$ cat src/rtl/gastar_pkg.sv
package gastar_pkg;

  localparam int DEF_MAX_COLUMNS = 32;
  localparam int DEF_MAX_ROWS    = 32;
  localparam int DEF_COST_BITS   = 24;

  localparam int CFG_W      = 6;
  localparam int CFG_IDX_W  = 2;
  localparam int OP_W       = 2;
  localparam int COORD_W    = 5;
  localparam int TCOST_W    = 12;
  localparam int STEP_IDX_W = 10;
  localparam int LEN_W      = 11;
  localparam int OUT_COST_W = 24;
  localparam int STATUS_W   = 2;

  localparam int SQRT2_Q8      = 362;
  localparam int DIAG_EXTRA_Q8 = 106;
  localparam int ROUND_Q8      = 128;
  localparam int DSTEP_W       = 13;
  localparam int PROD_W        = 21;
  localparam longint OUT_COST_MAX = 64'd16777215;

  localparam logic [CFG_IDX_W-1:0] REG_GRID_WIDTH  = 2'd0;
  localparam logic [CFG_IDX_W-1:0] REG_GRID_LENGTH = 2'd1;

  typedef enum logic [OP_W-1:0] {
    OP_LOAD = 2'd0,
    OP_FIND = 2'd1,
    OP_READ = 2'd2,
    OP_NONE = 2'd3
  } op_t;

  typedef enum logic [STATUS_W-1:0] {
    RES_OK      = 2'd0,
    RES_NO_PATH = 2'd1,
    RES_OUTSIDE = 2'd2,
    RES_BEYOND  = 2'd3
  } res_status_t;

  typedef enum logic [4:0] {
    DP_IDLE,
    DP_CAPTURE,
    DP_MAP_CLR,
    DP_LOAD,
    DP_RES_RANGE,
    DP_RES_BEYOND,
    DP_RES_NONE,
    DP_FIND_INIT,
    DP_FLAG_CLR,
    DP_SEED,
    DP_SCAN_INIT,
    DP_SCAN,
    DP_RES_NOPATH,
    DP_GOAL,
    DP_CLOSE,
    DP_NB_RD,
    DP_NB_MUL,
    DP_NB_UPD,
    DP_RB_STEP,
    DP_RB_MOVE,
    DP_RB_NEXT,
    DP_RD_ISSUE,
    DP_RD_DONE
  } dp_op_t;

  typedef enum logic [3:0] {
    S_MAP_CLR,
    S_IDLE,
    S_DECODE,
    S_FLAG_CLR,
    S_SEED,
    S_SCAN_INIT,
    S_SCAN,
    S_NB_RD,
    S_NB_MUL,
    S_NB_UPD,
    S_RB_STEP,
    S_RB_MOVE,
    S_RB_NEXT,
    S_RD_DONE
  } fsm_t;

  typedef struct packed {
    dp_op_t op;
  } dp_cmd_t;

  typedef struct packed {
    op_t  op;
    logic find_oor;
    logic rd_beyond;
    logic clr_last;
    logic scan_done;
    logic found;
    logic at_goal;
    logic nb_last;
    logic rb_stop;
    logic rb_oob;
    logic rb_pass1;
  } dp_stat_t;

  // direction offsets as two-bit two's complement
  function automatic logic [1:0] dir_dx(input logic [2:0] d);
    logic [1:0] r;
    case (d)
      3'd0, 3'd4, 3'd5: r = 2'b01;
      3'd1, 3'd6, 3'd7: r = 2'b11;
      default:          r = 2'b00;
    endcase
    return r;
  endfunction

  function automatic logic [1:0] dir_dy(input logic [2:0] d);
    logic [1:0] r;
    case (d)
      3'd2, 3'd4, 3'd6: r = 2'b01;
      3'd3, 3'd5, 3'd7: r = 2'b11;
      default:          r = 2'b00;
    endcase
    return r;
  endfunction

endpackage

$ cat src/rtl/gastar_ctrl.sv
module gastar_ctrl (
  input  logic                clk,
  input  logic                rst,
  input  logic                start,
  output logic                busy,
  output logic                done,
  input  gastar_pkg::dp_stat_t stat,
  output gastar_pkg::dp_cmd_t  cmd
);

  gastar_pkg::fsm_t state;
  gastar_pkg::fsm_t state_next;
  logic             done_next;

  always_ff @(posedge clk) begin
    if (rst) begin
      state <= gastar_pkg::S_MAP_CLR;
      done  <= 1'b0;
    end else begin
      state <= state_next;
      done  <= done_next;
    end
  end

  assign busy = (state != gastar_pkg::S_IDLE);

  always_comb begin
    state_next = state;
    done_next  = 1'b0;
    cmd.op     = gastar_pkg::DP_IDLE;
    case (state)
      gastar_pkg::S_MAP_CLR: begin
        cmd.op = gastar_pkg::DP_MAP_CLR;
        if (stat.clr_last) state_next = gastar_pkg::S_IDLE;
      end
      gastar_pkg::S_IDLE: begin
        if (start) begin
          cmd.op     = gastar_pkg::DP_CAPTURE;
          state_next = gastar_pkg::S_DECODE;
        end
      end
      gastar_pkg::S_DECODE: begin
        case (stat.op)
          gastar_pkg::OP_LOAD: begin
            cmd.op     = gastar_pkg::DP_LOAD;
            done_next  = 1'b1;
            state_next = gastar_pkg::S_IDLE;
          end
          gastar_pkg::OP_FIND: begin
            if (stat.find_oor) begin
              cmd.op     = gastar_pkg::DP_RES_RANGE;
              done_next  = 1'b1;
              state_next = gastar_pkg::S_IDLE;
            end else begin
              cmd.op     = gastar_pkg::DP_FIND_INIT;
              state_next = gastar_pkg::S_FLAG_CLR;
            end
          end
          gastar_pkg::OP_READ: begin
            if (stat.rd_beyond) begin
              cmd.op     = gastar_pkg::DP_RES_BEYOND;
              done_next  = 1'b1;
              state_next = gastar_pkg::S_IDLE;
            end else begin
              cmd.op     = gastar_pkg::DP_RD_ISSUE;
              state_next = gastar_pkg::S_RD_DONE;
            end
          end
          default: begin
            cmd.op     = gastar_pkg::DP_RES_NONE;
            done_next  = 1'b1;
            state_next = gastar_pkg::S_IDLE;
          end
        endcase
      end
      gastar_pkg::S_FLAG_CLR: begin
        cmd.op = gastar_pkg::DP_FLAG_CLR;
        if (stat.clr_last) state_next = gastar_pkg::S_SEED;
      end
      gastar_pkg::S_SEED: begin
        cmd.op     = gastar_pkg::DP_SEED;
        state_next = gastar_pkg::S_SCAN_INIT;
      end
      gastar_pkg::S_SCAN_INIT: begin
        cmd.op     = gastar_pkg::DP_SCAN_INIT;
        state_next = gastar_pkg::S_SCAN;
      end
      gastar_pkg::S_SCAN: begin
        cmd.op = gastar_pkg::DP_SCAN;
        if (stat.scan_done) begin
          if (!stat.found) begin
            cmd.op     = gastar_pkg::DP_RES_NOPATH;
            done_next  = 1'b1;
            state_next = gastar_pkg::S_IDLE;
          end else if (stat.at_goal) begin
            cmd.op     = gastar_pkg::DP_GOAL;
            state_next = gastar_pkg::S_RB_STEP;
          end else begin
            cmd.op     = gastar_pkg::DP_CLOSE;
            state_next = gastar_pkg::S_NB_RD;
          end
        end
      end
      gastar_pkg::S_NB_RD: begin
        cmd.op     = gastar_pkg::DP_NB_RD;
        state_next = gastar_pkg::S_NB_MUL;
      end
      gastar_pkg::S_NB_MUL: begin
        cmd.op     = gastar_pkg::DP_NB_MUL;
        state_next = gastar_pkg::S_NB_UPD;
      end
      gastar_pkg::S_NB_UPD: begin
        cmd.op     = gastar_pkg::DP_NB_UPD;
        state_next = stat.nb_last ? gastar_pkg::S_SCAN_INIT : gastar_pkg::S_NB_RD;
      end
      gastar_pkg::S_RB_STEP: begin
        cmd.op     = gastar_pkg::DP_RB_STEP;
        state_next = stat.rb_stop ? gastar_pkg::S_RB_NEXT : gastar_pkg::S_RB_MOVE;
      end
      gastar_pkg::S_RB_MOVE: begin
        cmd.op     = gastar_pkg::DP_RB_MOVE;
        state_next = stat.rb_oob ? gastar_pkg::S_RB_NEXT : gastar_pkg::S_RB_STEP;
      end
      gastar_pkg::S_RB_NEXT: begin
        cmd.op = gastar_pkg::DP_RB_NEXT;
        if (stat.rb_pass1) begin
          done_next  = 1'b1;
          state_next = gastar_pkg::S_IDLE;
        end else begin
          state_next = gastar_pkg::S_RB_STEP;
        end
      end
      gastar_pkg::S_RD_DONE: begin
        cmd.op     = gastar_pkg::DP_RD_DONE;
        done_next  = 1'b1;
        state_next = gastar_pkg::S_IDLE;
      end
      default: state_next = gastar_pkg::S_IDLE;
    endcase
  end

endmodule

$ cat config.mk
export PLATFORM = sky130hd
export DESIGN_NAME = gastar_ctrl
export DESIGN_NICKNAME = d
export VERILOG_FILES = /design/src/rtl/gastar_pkg.sv /design/src/rtl/gastar_ctrl.sv
export SDC_FILE = /design/constraint.sdc
export NUM_CORES = 1
export LEC_CHECK = 0
export ABC_AREA = 0
export ABC_CLOCK_PERIOD_IN_PS = 1400
export BUFFER_PORTS_ARGS = -buffer_cell sky130_fd_sc_hd__buf_2
export CELL_PAD_IN_SITES_DETAIL_PLACEMENT = 1
export CELL_PAD_IN_SITES_GLOBAL_PLACEMENT = 2
export CORE_MARGIN = 2
export CORE_UTILIZATION = 29
export DETAILED_ROUTE_END_ITERATION = 10
export PLACE_DENSITY_LB_ADDON = 0.1
export SYNTH_ARGS = -nofsm -noshare
export SYNTH_HDL_FRONTEND = slang
export SYNTH_SLANG_ARGS = --single-unit
$ cat constraint.sdc
create_clock -name clk -period 1.4 [get_ports clk]
set_clock_uncertainty 0.05 [all_clocks]
set_input_delay 0.07 -clock clk [delete_from_list [all_inputs] [get_ports clk]]
set_output_delay 0.07 -clock clk [all_outputs]
set_load 0.02 [all_outputs]
==> run metrics <==
status finished, violations left; failing checks negative setup slack; Synthesis Warnings 0; relative slew slack 0.782; combinational share of power 0.615; period utilization 1.23; Synth Area in Adders 0.0725; final-report max-slew violation count 0; Synth Cell Area 863 sq um; Final setup viols 11; pwr dens 511 nW/um^2; vias in the first global route 1173; Worst R2R End done$_SDFF_PP0_; TritonCTS Sinks 5; Clk network pwr share 0.208; Placed Cells 195; GPL Wtd Cong 0.800; insertion delay to the later sink of the worst-skew pair 260 ps; Synth Area in Simple Gates 0.343; Tightest Hold Check Type in -> reg; first-pass GRT wire length 5580 um; Pint 522 uW; Via density 5.60; Fmax 581 MHz; IO Port Bufs 21; Residual DRC 0; CTS Buffer Depth 2; final setup margin -322 ps; pin count of the biggest net entering global routing 12; Async SR Flop Fraction 0; worst hold stages 3; sequential cell area 113 sq um; routed wire length 3970 um; final hold vios 0; Reg power frac 0.177; clock buffer count from CTS 3; mux cell area share after synthesis 0.0116; Die W 58.6 um; CTS tree yes; HPWL after DPL 2610 um; area added between synthesis and finish 95.2%; Vert. Die Dim 58.6 um; maximum resistive drop on vdd 0.000701 V; Worst R2R Path Depth 7; flops & latches, synth 5; crit-path max FO 8; Yosys cell types 45; Post-DRT Antenna Nets 0; final net count 205; Via Count 1205; starting density of the core 0.310; CP Capture Type output port; num ports 22; Hold Path End state[2]$_SDFFE_PP0P_; Post-DP Area 1240 sq um; # rows 19; drt wl/cell 18.5 um; Mapped Cells 114; Sw Pwr 340 uW; setup TNS -1970 ps; hold_sp stat[6]; CORE AREA 2780 sq um; grt ovf 0; multi-input logic area 872 sq um; syn nets 134; arrival time worst endpoint 1600 ps; GRT Resource Usage Total 0.213; Final Non-Filler Cells 215; root buf cell clkbuf_4; Worst-Margin Slew 323 ps; register area share after synthesis 0.116; Post-synth EDFFs 0; post-route cell area 1690 sq um; Final Critical Period 1720 ps; startpoint type of the worst setup path flip-flop; clock-pin slew on the worst setup and hold paths 50 ps; WS Path Type reg -> out; CP Data Required Time 1280 ps; layout cells sized above 1 0.636; Top FF cell, synth dfxtp_1; MaxCap Viol Count 0; R2R Path Start state[0]$_SDFFE_PP0P_; FF-to-FF setup slack -230 ps; router iterations before antenna repair 4; fill count 327; leakage 0.743 nW; main combinational cell family by area after synthesis compound AO/OA/AOI/OAI gates; XOR/XNOR Fraction of Synth Area 0; syn_area_per_cell 7.57 sq um; initial antenna violation count 0; Total Die Area 3430 sq um; iteration-0 DRC count of the detailed router 46; CTS H-tree depth 1; Synth Area in Compound Gates 0.355; diode count 0; RSZ-0062 raised after global routing yes; switching share of power 0.394
power by group through the flow:
stage	Combinational, mW	Clock (mW)	Sequential [mW]
after floorplan	0.218	0	0.156
after global placement	0.361	0	0.157
after detailed placement	0.369	0	0.158
after CTS	0.422	0.181	0.152
after global routing	0.563	0.193	0.153
final	0.530	0.179	0.152
cell usage after synthesis (all sizes together) (2+ instances only):
cell type	n	area, sq um
a21oi	13	65.1
a31oi	3	25.0
and3b	2	17.5
buf	9	68.8
dfxtp	5	100
ha	5	62.6
inv	5	18.8
nand2	8	30.0
nand2b	4	25.0
nand3	2	10.0
nor2	6	22.5
nor2b	8	50.1
nor3	3	20.0
nor3b	6	65.1
o21ai	6	30.0
o22ai	2	12.5
o2bb2ai	2	17.5
o31ai	2	15.0
or3	4	25.0
cells in the final DEF (no fill, tap or decap), drive strengths merged, types with 5 or more instances in the layout:
| cell | n |
|---|---|
| a21oi | 13 |
| ha | 5 |
| buf | 73 |
| nand2 | 8 |
| dfxtp | 5 |
| nor3b | 6 |
| nor2b | 8 |
| o21ai | 6 |
| clkbuf | 5 |
| nor2 | 6 |
per-stage QoR:
| step | setup WS (ps) | hold WS [ps] | util | power, mW |
|---|---|---|---|---|
| after global routing | -394 | 192 | 0.606 | 0.908 |
| after global placement | -153 | 211 | 0.444 | 0.518 |
| after CTS | -371 | 146 | 0.508 | 0.756 |
| final | -322 | 180 | 0.606 | 0.861 |
| after floorplan | 55.3 | 89.1 | - | 0.374 |
| after detailed placement | -228 | 216 | 0.444 | 0.527 |
kinds of logic (layout without fill, tap and decap cells):
| family | after synthesis | count (layout) |
|---|---|---|
| compound gates | 43 | 43 |
| fa+ha+maj | 5 | 5 |
| buf+inv | 14 | 84 |
| flops | 5 | 5 |
| mux | 1 | 1 |
| simple gates | 46 | 46 |
worst max-delay path, cell delays in order (launching register included):
cell	delay (ps)
dfxtp_2	310
buf_6	130
or3b_4	410
nor3_4	170
o31ai_2	110
nand3_1	90
buf_6	120
registers in the layout, indices dropped and copies added, names as in the netlist:
signal / cells
done: 1
state: 4
area by class of cell:
class	count	share of cell area
multi-input combinational	95	0.517
inverter	5	0.0134
timing repair buffer	75	0.364
tap	31	0.0230
sequential	5	0.0668
clock buffer	4	0.0156
worst max-delay path by stage:
stage / start / endpoint / slack, ps / cells after the start
after detailed placement: state[2]$_SDFFE_PP0P_ / state[1]$_SDFFE_PP0P_ / -230 / 5
after global routing: state[0]$_SDFFE_PP0P_ / cmd[1] / -390 / 7
after CTS: state[0]$_SDFFE_PP0P_ / cmd[0] / -370 / 6
after floorplan: state[1]$_SDFFE_PP0P_ / cmd[1] / 60 / 5
after global placement: state[2]$_SDFFE_PP0P_ / cmd[1] / -150 / 5
final: state[0]$_SDFFE_PP0P_ / cmd[0] / -320 / 6
metal layers:
metal,part of all wire,up-vias,track usage
met5,0,-,0
met4,0.019,0,0.0731
met3,0.023,8,0.0198
met2,0.53,21,0.388
met1,0.43,601,0.258
li1,-,575,-
timing repair:
action / CTS / global route
pin swaps: 13 / 24
endpoints found under the setup margin: 11 / 11
buffers inserted: 5 / 12
gates resized for setup: 31 / 39
gates cloned: 0 / 1
endpoints found under the hold margin: 2 / 0
hold buffers: 1 / 0
Note: power is estimated with default switching activity, not from simulation.
